==> src/rtl/core/tmdf_pkg.sv <==
// ---------------------------------------------------------------------------
// tmdf_pkg
// Shared types and codes for the timed message delay FIFO.
// ---------------------------------------------------------------------------
`default_nettype none

package tmdf_pkg;

    // operation codes carried in s_tuser
    localparam logic [1:0] FUNC_PUSH  = 2'd0;
    localparam logic [1:0] FUNC_POP   = 2'd1;
    localparam logic [1:0] FUNC_FLUSH = 2'd2;

    // result codes carried in m_tuser
    localparam logic [1:0] STATUS_OK      = 2'd0;
    localparam logic [1:0] STATUS_EMPTY   = 2'd1;
    localparam logic [1:0] STATUS_DROPPED = 2'd2;

    localparam logic [15:0] DELAY_RESET = 16'd500;
    localparam logic [7:0]  MAX_LENGTH  = 8'd255;

    // controller -> datapath
    typedef struct packed {
        logic capture;   // latch the accepted item
        logic commit;    // execute the item and load the output register
    } tmdf_cmd_t;

    // datapath -> controller
    typedef struct packed {
        logic out_free;  // output register can take a new result this cycle
    } tmdf_stat_t;

endpackage

`default_nettype wire

==> src/rtl/core/tmdf_ctrl.sv <==
// ---------------------------------------------------------------------------
// tmdf_ctrl
// Sequencer: accept, read memories, execute once the output register is free.
// ---------------------------------------------------------------------------
`default_nettype none

module tmdf_ctrl
    import tmdf_pkg::*;
(
    input  wire logic       aclk,
    input  wire logic       aresetn,
    input  wire logic       s_tvalid,
    output logic            s_tready,
    input  wire tmdf_stat_t stat,
    output tmdf_cmd_t       cmd
);

    typedef enum logic [1:0] {
        ST_IDLE,
        ST_READ,
        ST_EXEC
    } state_t;

    state_t state_reg;
    logic   ready_reg;

    assign s_tready    = ready_reg;
    assign cmd.capture = s_tvalid && ready_reg;
    assign cmd.commit  = (state_reg == ST_EXEC) && stat.out_free;

    always_ff @(posedge aclk) begin
        if (!aresetn) begin
            state_reg <= ST_IDLE;
            ready_reg <= 1'b0;
        end else begin
            case (state_reg)
                ST_IDLE: begin
                    ready_reg <= 1'b1;
                    if (s_tvalid && ready_reg) begin
                        state_reg <= ST_READ;
                        ready_reg <= 1'b0;
                    end
                end
                ST_READ: begin
                    state_reg <= ST_EXEC;
                end
                ST_EXEC: begin
                    if (stat.out_free) begin
                        state_reg <= ST_IDLE;
                        ready_reg <= 1'b1;
                    end
                end
                default: begin
                    state_reg <= ST_IDLE;
                    ready_reg <= 1'b0;
                end
            endcase
        end
    end

endmodule

`default_nettype wire

==> config.mk <==
export PLATFORM = sky130hd
export DESIGN_NAME = tmdf_ctrl
export DESIGN_NICKNAME = d
export VERILOG_FILES = /design/src/rtl/core/tmdf_pkg.sv /design/src/rtl/core/tmdf_ctrl.sv
export SDC_FILE = /design/constraint.sdc
export NUM_CORES = 1
export LEC_CHECK = 0
export BUFFER_PORTS_ARGS = -buffer_cell sky130_fd_sc_hd__buf_2
export CORE_AREA = 5 5 42 44
export CTS_BUF_LIST = sky130_fd_sc_hd__clkbuf_4 sky130_fd_sc_hd__clkbuf_8 sky130_fd_sc_hd__clkbuf_16
export CTS_CLUSTER_DIAMETER = 120
export DETAILED_ROUTE_END_ITERATION = 10
export DIE_AREA = 0 0 47 49
export PLACE_DENSITY = 0.38
export SLEW_MARGIN = 20
export SYNTH_ARGS = -nofsm -noshare
export SYNTH_HDL_FRONTEND = slang
export SYNTH_SLANG_ARGS = --single-unit
==> constraint.sdc <==
create_clock -name aclk -period 2.15 [get_ports aclk]
set_input_delay 0.1075 -clock aclk [delete_from_list [all_inputs] [get_ports aclk]]
set_output_delay 0.1075 -clock aclk [all_outputs]
set_load 0.01 [all_outputs]
==> metrics <==
status finished, final reports clean; Die Span X 47 um; nets 31; Routed Antenna Nets 0; synthesis-stage register bit count 3; skew final 0.00415 ns; FF-to-FF path depth 3; count of final hold-check violations 0; Slew @ Worst Pin 0.195 ns; critical path, cell by cell nor3b_1 > buf_2; Post-Place Setup Slack 1.14 ns; starting density of the core 0.0929; Hold Path Stages 2; CTS Buf Count 3; routability congestion estimate 0.694; Critical Path RT 2.04 ns; Pre-antenna DRT Iters 3; utilization after layout 0.150; antenna violations before repair 0; Worst path max stage delay 0.39 ns; IO Port Bufs 6; Post CTS Setup Buffer Count 0; register clock-pin slew on the reported worst setup and hold paths 0.04 ns; slowest stage cell on the critical path dfxtp_1; Syn Area/Cell 8.13 um2; Max Cap Viol 0; Via-to-Cell Ratio 3.10; pin count of the biggest net entering global routing 7; Pleak 0.105 nW; Synth Cell Area 130 um2; Slew Viols, Final 0; Clock Tree Buf Depth 2; Worst EP arrival 0.99 ns; net count after synthesis 20; Clock Latency Late Sink 0.23 ns; synth unique cells 9; P&R area growth vs syn 61.5%; area share of the largest cell type after synthesis 0.462; Worst Setup Slack, final 1.05 ns; Final Cycle Share 0.510; Synth warnings 0; r2r setup slk 1.14 ns; post-placement cell area 180 um2; HP Class in -> reg; post-synthesis sequential area ratio 0.462; number of cells on the critical path 2; Gates resized, CTS repair 0; critical setup path kind reg -> out; Wirelength per Cell 8.17 um; DIE HEIGHT 49 um; die footprint 0.00230 mm2; fin crit period 1.10 ns; top cells by area, synth dfxtp_1 (46%), inv_1 (8.7%), nor2_1 (8.7%); critical path peak fanout 5; CTS tree yes; layout cell share with drive strength beyond 1 0.385; Root Buffer clkbuf_4; CTS sink cnt 3; Antenna diodes 0; DP HPWL 267 um; Rel. slew slack 0.870; top post-synthesis cells by count dfxtp_1 (3), inv_1 (3), nor2_1 (3); final setup fails 0; setup TNS 0 ns; vias in the first global route 150; crit path launch type register; global-route wire length before repair 669 um; detailed-route via count 130; PwrDens 917 mW/mm2; post-route cell area 210 um2; hold bufs inserted after CTS 0; critical path's top delay family flip-flops; max FFs per register 2; routed wire length 343 um; grt total ovfl 0; IO Count 7; Max H-tree Level 1; Residual DRC 0; site row count 14; GRT Total Usage 0.0450; dominant cell type by area after synthesis dfxtp_1; top_reg_cell synth dfxtp_1; Max Clk Rate 912 MHz; Starting DRT DRC Count 1; maximum VDD drop 0.000405 V; fraction of registers with async set/reset 0; Setup crit end kind output port; Synth Instances 16; WP buf/inv 1; core region area 0.00140 mm2; Post-synth EDFFs 0; RSZ-0062 raised after global routing no
==> report_power, final <==
| part | switching (W) | leakage (nW) | total, W | internal [W] |
|---|---|---|---|---|
| combinational | 0.00000888 | 0.0621 | 0.0000175 | 0.00000862 |
| clock | 0.0000299 | 0.0184 | 0.000112 | 0.0000822 |
| sequential | 0.00000354 | 0.0247 | 0.0000630 | 0.0000595 |
==> cells in the final DEF, fill, tap and decap left out <==
master and count:
buf_2 6, clkbuf_4 4, inv_1 3, nor2_1 3, dfxtp_1 3, nand2_1 2
nor3b_1 1, or3_1 1, mux2i_1 1, a21oi_1 1, o2111a_1 1
==> layer usage <==
layer,track usage,up-vias,share of wire
met4,0.0276,0,0
met5,0,-,0
met2,0.0362,9,0.26
met1,0.0614,49,0.56
met3,0.0517,0,0.18
li1,-,72,-
==> area by class of cell <==
class,count,area (um2)
inverters,3,11.3
repair buffers,6,30.0
clock buffers,4,30.0
well taps,16,20.0
flip-flops and latches,3,60.1
fillers,169,1190
multi-input cells,10,58.8
==> worst paths after layout <==
kind,startpoint,end
setup / recovery,state_reg[1],cmd[0]
hold / removal,aresetn,s_tready
hold reg to reg,s_tready,s_tready
setup reg to reg,s_tready,s_tready
==> through the flow <==
stage | hold slack (ns) | std cells | power (W)
2_1_floorplan | 0.242 | 16 | 0.0000727
3_3_place_gp | 0.374 | 38 | 0.0000814
3_5_place_dp | 0.368 | 38 | 0.0000814
4_1_cts | 0.125 | 42 | 0.000198
5_1_grt | 0.133 | 42 | 0.000211
6_report | 0.137 | 42 | 0.000193
==> cell families (layout without fill, tap and decap cells) <==
family | count (synthesis) | in the layout | synth area share
simple gates | 7 | 7 | 0.250
flops | 3 | 3 | 0.462
buf+inv | 3 | 13 | 0.0865
compound gates | 2 | 2 | 0.125
mux | 1 | 1 | 0.0769
==> worst register-to-register path: stages (launching register included) <==
cell	delay, ns
dfxtp_1	0.34
nand2_1	0.08
or3_1	0.34
o2111a_1	0.14
(Power assumes the default switching activity.)
